[src/design/si_pkg.sv]
`timescale 1ns / 1ps
// ----------------------------------------------------------------------------
// si_pkg : shared types and constants for the spectral inharmonicity core
// Register indexes and the item type passed from front end to back end.
// ----------------------------------------------------------------------------
package si_pkg;

	localparam int FreqW = 44;
	localparam int AmpW  = 24;
	localparam int WsumW = 48;
	localparam int AsumW = 31;
	localparam int QW    = 17;

	localparam logic REG_MAX_PEAKS = 1'b0;
	localparam logic REG_BIN_FREQ  = 1'b1;

	localparam logic [QW-1:0] Q_ONE = 17'h10000;

	// work item from the front end: one peak to accumulate and/or a frame end
	typedef struct packed {
		logic             use_peak;
		logic [FreqW-1:0] pf;
		logic [FreqW-1:0] ff;
		logic [AmpW-1:0]  amp;
		logic             last;
		logic             pitch_ok;
	} work_t;

endpackage

[src/design/si_front.sv]
`timescale 1ns / 1ps
// ----------------------------------------------------------------------------
// si_front : item classifier
// Applies the peak limit, forms the two frequencies and flags usable peaks.
// ----------------------------------------------------------------------------
module si_front #(
	parameter int PEAK_LIMIT = 64
) (
	input  logic                clk,
	input  logic                arst_n,
	input  logic                take,
	input  logic [6:0]          max_peaks,
	input  logic [23:0]         bin_freq_hz,
	input  logic [23:0]         pitch_hz,
	input  logic                pitch_valid,
	input  logic [19:0]         peak_bin,
	input  logic [23:0]         peak_amp,
	input  logic                peak_present,
	input  logic                last_peak,
	output si_pkg::work_t       work
);
	localparam int LimW = $clog2(PEAK_LIMIT + 1) > 7 ? $clog2(PEAK_LIMIT + 1) : 7;
	localparam logic [LimW-1:0] LimC = LimW'(PEAK_LIMIT);

	logic [6:0]      seen_q;
	logic [LimW-1:0] mp_ext, limit;
	logic            counted, pitch_ok;
	logic [43:0]     ff;

	assign mp_ext   = LimW'(max_peaks);
	assign limit    = (mp_ext < LimC) ? mp_ext : LimC;
	assign counted  = peak_present && (LimW'(seen_q) < limit);
	assign pitch_ok = pitch_valid && (pitch_hz != 24'd0);
	assign ff       = 44'(peak_bin) * 44'(bin_freq_hz);

	// peaks counted this frame
	always_ff @(posedge clk or negedge arst_n) begin
		if (!arst_n) begin
			seen_q <= '0;
		end else if (take) begin
			if (last_peak) seen_q <= '0;
			else if (counted && seen_q != 7'h7F) seen_q <= seen_q + 7'd1;
		end
	end

	always_comb begin
		work.use_peak = counted && pitch_ok && (ff != 44'd0);
		work.pf       = {8'd0, pitch_hz, 12'd0};
		work.ff       = ff;
		work.amp      = peak_amp;
		work.last     = last_peak;
		work.pitch_ok = pitch_ok;
	end
endmodule

[src/design/si_fifo.sv]
`timescale 1ns / 1ps
// ----------------------------------------------------------------------------
// si_fifo : two-entry work queue
// Decouples the classifier from the arithmetic back end.
// ----------------------------------------------------------------------------
module si_fifo (
	input  logic          clk,
	input  logic          arst_n,
	input  logic          wr,
	input  si_pkg::work_t wdata,
	output logic          full,
	input  logic          rd,
	output si_pkg::work_t rdata,
	output logic          empty
);
	si_pkg::work_t mem_q [2];
	logic          wp_q, rp_q;
	logic [1:0]    cnt_q;

	assign full  = cnt_q == 2'd2;
	assign empty = cnt_q == 2'd0;
	assign rdata = mem_q[rp_q];

	always_ff @(posedge clk) begin
		if (wr && !full) mem_q[wp_q] <= wdata;
	end

	// pointers and fill count
	always_ff @(posedge clk or negedge arst_n) begin
		if (!arst_n) begin
			wp_q <= 1'b0; rp_q <= 1'b0; cnt_q <= '0;
		end else begin
			if (wr && !full) wp_q <= ~wp_q;
			if (rd && !empty) rp_q <= ~rp_q;
			cnt_q <= cnt_q + 2'(wr && !full) - 2'(rd && !empty);
		end
	end

	assert property (@(posedge clk) disable iff (!arst_n) cnt_q <= 2'd2)
		else $error("queue count overrun");
	assert property (@(posedge clk) disable iff (!arst_n)
		(wr && !full && !(rd && !empty)) |=> !empty)
		else $error("write lost");
	assert property (@(posedge clk) disable iff (!arst_n)
		(full && !rd) |=> full)
		else $error("full dropped without read");
endmodule

[src/design/si_back.sv]
`timescale 1ns / 1ps
// ----------------------------------------------------------------------------
// si_back : divergence and frame mean unit
// One shared restoring divider, one quotient bit per cycle, does the modulo,
// the Q1.16 divergence and the final weighted mean.
// ----------------------------------------------------------------------------
module si_back (
	input  logic          clk,
	input  logic          arst_n,
	input  logic          wvalid,
	input  si_pkg::work_t wdata,
	output logic          wtake,
	output logic          rvalid,
	output logic [16:0]   inharmonicity,
	output logic          no_value,
	input  logic          rtake
);
	typedef enum logic [2:0] {
		S_IDLE, S_MOD, S_DIV, S_MAC, S_MEAN, S_OUT
	} state_t;

	state_t      state_q;
	logic [5:0]  cnt_q;
	logic [47:0] num_q;      // dividend shifting out, quotient shifting in
	logic [43:0] rem_q;      // partial remainder
	logic [43:0] den_q;
	logic [23:0] amp_q;
	logic        last_q, pok_q;
	logic [47:0] wsum_q;
	logic [30:0] asum_q;
	logic [16:0] res_q;
	logic        nov_q;

	logic [44:0] trial;
	logic        ge;
	logic [43:0] rem_nx;
	logic [47:0] num_nx;
	logic [43:0] nfold;
	logic [40:0] prod;
	logic [47:0] wsum_nx;
	logic [30:0] asum_nx;

	// one restoring step
	assign trial  = {rem_q, num_q[47]};
	assign ge     = trial >= {1'b0, den_q};
	assign rem_nx = ge ? 44'(trial - {1'b0, den_q}) : trial[43:0];
	assign num_nx = {num_q[46:0], ge};

	// fold remainder to at most half the divisor
	assign nfold = ({rem_nx, 1'b0} > {1'b0, den_q}) ? den_q - rem_nx : rem_nx;

	// accumulate amp * d, 24 x 17 bits
	assign prod    = 41'(amp_q) * 41'(num_q[16:0]);
	assign wsum_nx = wsum_q + {7'd0, prod};
	assign asum_nx = asum_q + {7'd0, amp_q};

	assign wtake         = (state_q == S_IDLE) && wvalid;
	assign rvalid        = state_q == S_OUT;
	assign inharmonicity = res_q;
	assign no_value      = nov_q;

	// sequencer and datapath registers
	always_ff @(posedge clk or negedge arst_n) begin
		if (!arst_n) begin
			state_q <= S_IDLE;
			cnt_q   <= '0;
			num_q   <= '0;
			rem_q   <= '0;
			den_q   <= '0;
			amp_q   <= '0;
			last_q  <= 1'b0;
			pok_q   <= 1'b0;
			wsum_q  <= '0;
			asum_q  <= '0;
			res_q   <= '0;
			nov_q   <= 1'b0;
		end else begin
			case (state_q)
				S_IDLE: begin
					if (wvalid) begin
						last_q <= wdata.last;
						pok_q  <= wdata.pitch_ok;
						amp_q  <= wdata.amp;
						rem_q  <= '0;
						if (wdata.use_peak) begin
							// hi mod lo over the 44 frequency bits
							if (wdata.pf > wdata.ff) begin
								num_q <= {wdata.pf, 4'd0};
								den_q <= wdata.ff;
							end else begin
								num_q <= {wdata.ff, 4'd0};
								den_q <= wdata.pf;
							end
							cnt_q   <= 6'd44;
							state_q <= S_MOD;
						end else if (wdata.last) begin
							num_q   <= wsum_q;
							den_q   <= {13'd0, asum_q};
							cnt_q   <= 6'd48;
							state_q <= S_MEAN;
						end
					end
				end
				S_MOD: begin
					if (cnt_q == 6'd1) begin
						// n * 2^17 / lo: n preloaded, 17 zero bits give d
						rem_q   <= nfold;
						num_q   <= '0;
						cnt_q   <= 6'd17;
						state_q <= S_DIV;
					end else begin
						rem_q <= rem_nx;
						num_q <= num_nx;
						cnt_q <= cnt_q - 6'd1;
					end
				end
				S_DIV: begin
					rem_q <= rem_nx;
					num_q <= num_nx;
					cnt_q <= cnt_q - 6'd1;
					if (cnt_q == 6'd1) state_q <= S_MAC;
				end
				S_MAC: begin
					wsum_q <= wsum_nx;
					asum_q <= asum_nx;
					if (last_q) begin
						num_q   <= wsum_nx;
						den_q   <= {13'd0, asum_nx};
						rem_q   <= '0;
						cnt_q   <= 6'd48;
						state_q <= S_MEAN;
					end else begin
						state_q <= S_IDLE;
					end
				end
				S_MEAN: begin
					rem_q <= rem_nx;
					num_q <= num_nx;
					cnt_q <= cnt_q - 6'd1;
					if (cnt_q == 6'd1) begin
						nov_q <= !pok_q || (asum_q == 31'd0);
						if (!pok_q || asum_q == 31'd0) res_q <= '0;
						else if (num_nx > 48'(si_pkg::Q_ONE)) res_q <= si_pkg::Q_ONE;
						else res_q <= num_nx[16:0];
						wsum_q  <= '0;
						asum_q  <= '0;
						state_q <= S_OUT;
					end
				end
				S_OUT: begin
					if (rtake) state_q <= S_IDLE;
				end
				default: state_q <= S_IDLE;
			endcase
		end
	end

	assert property (@(posedge clk) disable iff (!arst_n) rvalid |-> !wtake)
		else $error("item taken while result waits");
	assert property (@(posedge clk) disable iff (!arst_n)
		(rvalid && !rtake) |=> (rvalid && $stable(inharmonicity)))
		else $error("result changed while stalled");
	assert property (@(posedge clk) disable iff (!arst_n)
		rvalid |-> (inharmonicity <= si_pkg::Q_ONE))
		else $error("mean above one");
endmodule

[src/design/spectral_inharmonicity_core.sv]
`timescale 1ns / 1ps
// ----------------------------------------------------------------------------
// spectral_inharmonicity_core : amplitude-weighted harmonic divergence
// Accepts spectral peaks of a frame and gives one weighted mean per frame.
// ----------------------------------------------------------------------------
// Usage: write max_peaks (index 0) and bin_freq_hz (index 1) through wr_en /
// wr_index / wr_data while idle. Push one peak per transaction while full is
// low; the front end classifies it at once and queues it (two entries).
// The back end runs one shared bit-serial divider and takes a new item only
// while idle: a usable peak is taken, then runs the modulo, the divergence
// and the accumulate step in turn; other items are only taken. A last item
// also runs the final mean, after which the result shows while empty is low.
// While a result waits to be popped the back end takes nothing more; the
// queue keeps accepting until it holds two transactions, then full rises.
// Reset clears sums, counters, queue and loads the register defaults.
// ----------------------------------------------------------------------------
module spectral_inharmonicity_core #(
	parameter int PEAK_LIMIT = 64
) (
	input  logic        clk,
	input  logic        arst_n,
	input  logic        wr_en,
	input  logic        wr_index,
	input  logic [23:0] wr_data,
	input  logic        push,
	output logic        full,
	input  logic [23:0] pitch_hz,
	input  logic        pitch_valid,
	input  logic [19:0] peak_bin,
	input  logic [23:0] peak_amp,
	input  logic        peak_present,
	input  logic        last_peak,
	output logic        empty,
	input  logic        pop,
	output logic [16:0] inharmonicity,
	output logic        no_value
);
	logic [6:0]    max_peaks_q;
	logic [23:0]   bin_freq_q;
	si_pkg::work_t fw, qw;
	logic          qempty, btake, rvalid;

	// configuration registers
	always_ff @(posedge clk or negedge arst_n) begin
		if (!arst_n) begin
			max_peaks_q <= 7'd10;
			bin_freq_q  <= 24'd44100;
		end else if (wr_en) begin
			if (wr_index == si_pkg::REG_MAX_PEAKS) max_peaks_q <= wr_data[6:0];
			else bin_freq_q <= wr_data;
		end
	end

	si_front #(.PEAK_LIMIT(PEAK_LIMIT)) u_front (
		.clk, .arst_n, .take(push && !full), .max_peaks(max_peaks_q),
		.bin_freq_hz(bin_freq_q), .pitch_hz, .pitch_valid, .peak_bin, .peak_amp,
		.peak_present, .last_peak, .work(fw)
	);

	si_fifo u_fifo (
		.clk, .arst_n, .wr(push), .wdata(fw), .full, .rd(btake), .rdata(qw),
		.empty(qempty)
	);

	si_back u_back (
		.clk, .arst_n, .wvalid(!qempty), .wdata(qw), .wtake(btake), .rvalid,
		.inharmonicity, .no_value, .rtake(pop)
	);

	assign empty = !rvalid;
endmodule
[config.mk]
export PLATFORM = sky130hd
export DESIGN_NAME = spectral_inharmonicity_core
export DESIGN_NICKNAME = d
export VERILOG_FILES = /design/src/design/si_pkg.sv /design/src/design/si_front.sv /design/src/design/si_fifo.sv /design/src/design/si_back.sv /design/src/design/spectral_inharmonicity_core.sv
export SDC_FILE = /design/constraint.sdc
export NUM_CORES = 2
export LEC_CHECK = 0
export ABC_AREA = 1
export BUFFER_PORTS_ARGS = -buffer_cell sky130_fd_sc_hd__buf_4
export CAP_MARGIN = 10
export CORE_ASPECT_RATIO = 1.1
export CORE_MARGIN = 2
export CORE_UTILIZATION = 55
export DETAILED_ROUTE_END_ITERATION = 10
export GPL_TIMING_DRIVEN = 0
export PLACE_DENSITY = 0.74
export SLEW_MARGIN = 10
export SYNTH_ARGS = -nofsm -noshare
export SYNTH_HDL_FRONTEND = slang
export SYNTH_SLANG_ARGS = --single-unit
[constraint.sdc]
create_clock -name clk -period 7.7 [get_ports clk]
set_input_delay 1.54 -clock clk [delete_from_list [all_inputs] [get_ports clk]]
set_output_delay 1.54 -clock clk [all_outputs]
set_load 0.02 [all_outputs]
==> qor.yml <==
status:
  outcome: "finished with violations"
  violations: "max-capacitance violations, max-slew violations"
floorplanning:
  rows: 130
  die_w_um: 328
  fp.dieH_um: 360
  initial_utilization_pct: 55.5
  die-area_um2: 118000
  core_um2: 114000
  ios: 121
clock_network:
  cts_tree: "done"
  clk_path_buf_depth: 3
  htreeDepth: 2
  clkTransAtPathRegs_ps: 60
  clkLatencyLatePin_ps: 690
  cts_sinks: 500
  clock-root-buffer: "clkbuf_16"
  numCtsBuffers: 58
synth:
  syn-mean-instance-area_um2: 7.63
  yosys.area.top_type: "fa_1"
  synth_common_cells: "nand2_1 (2016), inv_1 (1874), fa_1 (765)"
  ys_async_sr_fraction_pct: 62.0
  synth_most_common_cell: "nand2_1"
  seq_area_frac_synth_pct: 21.2
  synth_nets: 9649
  synth_top_area_share_pct: 24.1
  yosysUniqueCellTypes: 61
  synth-seq-cells: 500
  yosysWarnings: 0
  synth_edf_count: 190
  synth_flop_cell: "dfrtp_1"
  ys_top_cells_by_area: "fa_1 (24%), nand2_1 (12%), dfrtp_1 (12%)"
  synthesis.area_um2: 63500
  synth_cells: 8321
min_path:
  min_path_type: "reg2reg"
  min_path_cells: 2
  hold_start: "max_peaks_q[2]"
  worstHoldEndpoint: "max_peaks_q[2]"
drt:
  wl_per_cell_um: 22.4
  drt_pass1_iterations: 6
  drt-total-wl_mm: 226
  drtIter0Drc: 5773
  via_per_inst: 5.71
  route.detailed.drc: 0
  num_vias: 57500
  postRouteAntennaNets: 0
global_routing:
  grt.total_usage_pct: 38.3
  antenna_found_initial: 4
  grt_pass1_vias: 58100
  met3_usage_pct: 7.00
  grt.overflow.total: 0
  grt_max_degree: 109
  grt_util_met2_pct: 62.2
  top_usage_layer: "met2"
  grt_pass1_wl_mm: 341
  grt_use_met1_pct: 47.6
worst_setup_path:
  reg2reg_from: "bin_freq_q[13]"
  crit_fanout: 10
  reg2reg_depth: 25
  r2r-end: "u_fifo.mem_q[1][94]"
  critPathKind: "in2reg"
  arrival_ps: 8080
  start_kind: "primary input"
  worstSetupEndpointType: "register"
  startpoint: "peak_bin[2]"
  cp_data_required_time_ps: 8130
  r2r_setup_slack_ps: 120
placed_design:
  port_buffers: 120
  hpwl_mm: 189
  place.gp.congestion: 1.05
cells_and_area:
  n_fill_cell: 10600
  postLayoutCoreUtil_pct: 60.5
  layout-drive-gt1-share_pct: 6.60
  area_growth_pct: 9.06
  diodes: 0
  finalNetCount: 9834
job:
  drv_cap: 1
sta:
  max_slew.worst_pin.slew_ps: 1540
  fin_crit_ps: 7650
  hold_viol: 0
  finalCritPeriodShare_pct: 99.3
  fmax_mhz: 131
  drv_slew: 3
  skew_ps: 64.5
  setup_violations: 0
  slew_headroom_pct: -3.61
-- cell usage in the layout (no fill, tap or decap), types with 35 or more instances in the layout --
cell type / synthesis / layout
a21oi_1: 342 / 332
a221oi_1: 39 / 39
a31oi_1: 57 / 57
buf_2: 36 / 37
buf_4: 4 / 135
clkbuf_1: 241 / 160
clkbuf_16: 0 / 61
clkbuf_2: 0 / 52
dfrtp_1: 302 / 296
edfxtp_1: 190 / 190
fa_1: 765 / 763
ha_1: 462 / 446
inv_1: 1874 / 1870
mux2i_1: 40 / 40
nand2_1: 2016 / 2007
nand3_1: 330 / 326
nand4_1: 94 / 94
nor2_1: 475 / 454
nor3_1: 51 / 49
nor4_1: 40 / 37
o21ai_0: 381 / 363
o21ai_1: 105 / 112
o31ai_1: 35 / 35
or2_2: 40 / 40
xnor2_1: 41 / 40
xor2_1: 71 / 68
-- routing by layer --
layer	wire length [µm]	vias to the layer above
met4	16500	4
met1	85500	27900
li1	-	26100
met2	104000	2896
met3	20100	686
met5	22	-
-- critical path: stages --
cell	delay, ps
buf_4	160
buf_8	170
nand2_1	90
fa_1	570
inv_1	70
fa_1	520
inv_1	60
fa_1	480
inv_1	60
fa_1	480
fa_1	510
fa_1	490
inv_1	50
fa_1	470
inv_1	40
ha_2	400
nand2_2	130
nor2_4	230
nand4_1	240
nor2_1	200
nand3_1	100
nand3_1	160
xor2_1	230
nand2_1	100
nor2_2	130
nand3_2	150
nor2_2	180
nor2_1	70
-- how the worst max path moves through the flow --
stage	slack (ps)	end	depth (start not counted)
finish	50	u_fifo.mem_q[1][94]	28
global route	-70	u_fifo.mem_q[1][94]	30
CTS	0.2	u_fifo.mem_q[1][94]	28
detailed placement	-1610	u_fifo.mem_q[1][94]	29
global placement	-1540	u_fifo.mem_q[0][94]	29
floorplan	220	u_fifo.mem_q[0][94]	28
-- cell type report --
type / instances / area, µm² / area share, %
Tap cell: 1518 / 1900 / 2.74
Clock inverter: 36 / 310 / 0.448
Buffer: 312 / 1520 / 2.19
Sequential cell: 500 / 13500 / 19.5
Inverter: 1908 / 7160 / 10.3
Timing Repair Buffer: 136 / 1180 / 1.71
Clock buffer: 74 / 1640 / 2.36
Multi-Input combinational cell: 5590 / 42000 / 60.7
-- cells by family after synthesis --
| logic type | synth area share [%] |
|---|---|
| flops | 21.2 |
| compound gates | 9.78 |
| xor+xnor | 1.55 |
| buf+inv | 13.3 |
| simple gates | 20.0 |
| mux | 0.933 |
| fa+ha+maj | 33.2 |
-- per-stage QoR --
stage	cell area (µm²)	cells	TNS [ps]	setup slack (ps)	hold slack, ps
CTS	68700	10100	0	0.177	489
finish	69200	10100	0	51.6	485
global route	69200	10100	-154	-73.9	518
floorplan	63500	8321	0	218	445
global placement	66300	9959	-224540	-1540	470
detailed placement	66500	9969	-36960	-1610	473
-- what timing repair did --
item	4_1_cts	5_1_grt
gates cloned	0	0
hold endpoints to repair	0	0
hold buffers	0	0
setup endpoints to repair	20	51
pin swaps	0	26
buffers inserted	0	6
resized for setup	85	286
-- registers in the layout (all words and copies together) (netlist names), 3 cells and up --
register	count
u_fifo.mem_q	190
max_peaks_q	7
bin_freq_q	24
u_back.cnt_q	6
u_back.rem_q	44
u_back.state_q	3
u_back.asum_q	31
u_back.den_q	44
u_back.inharmonicity	17
u_back.amp_q	24
u_back.num_q	48
u_back.wsum_q	48
u_front.seen_q	7
Power is left out: the tool's default activity adds up to more than one toggle a clock period on the data nets, which glitch-free logic cannot reach.
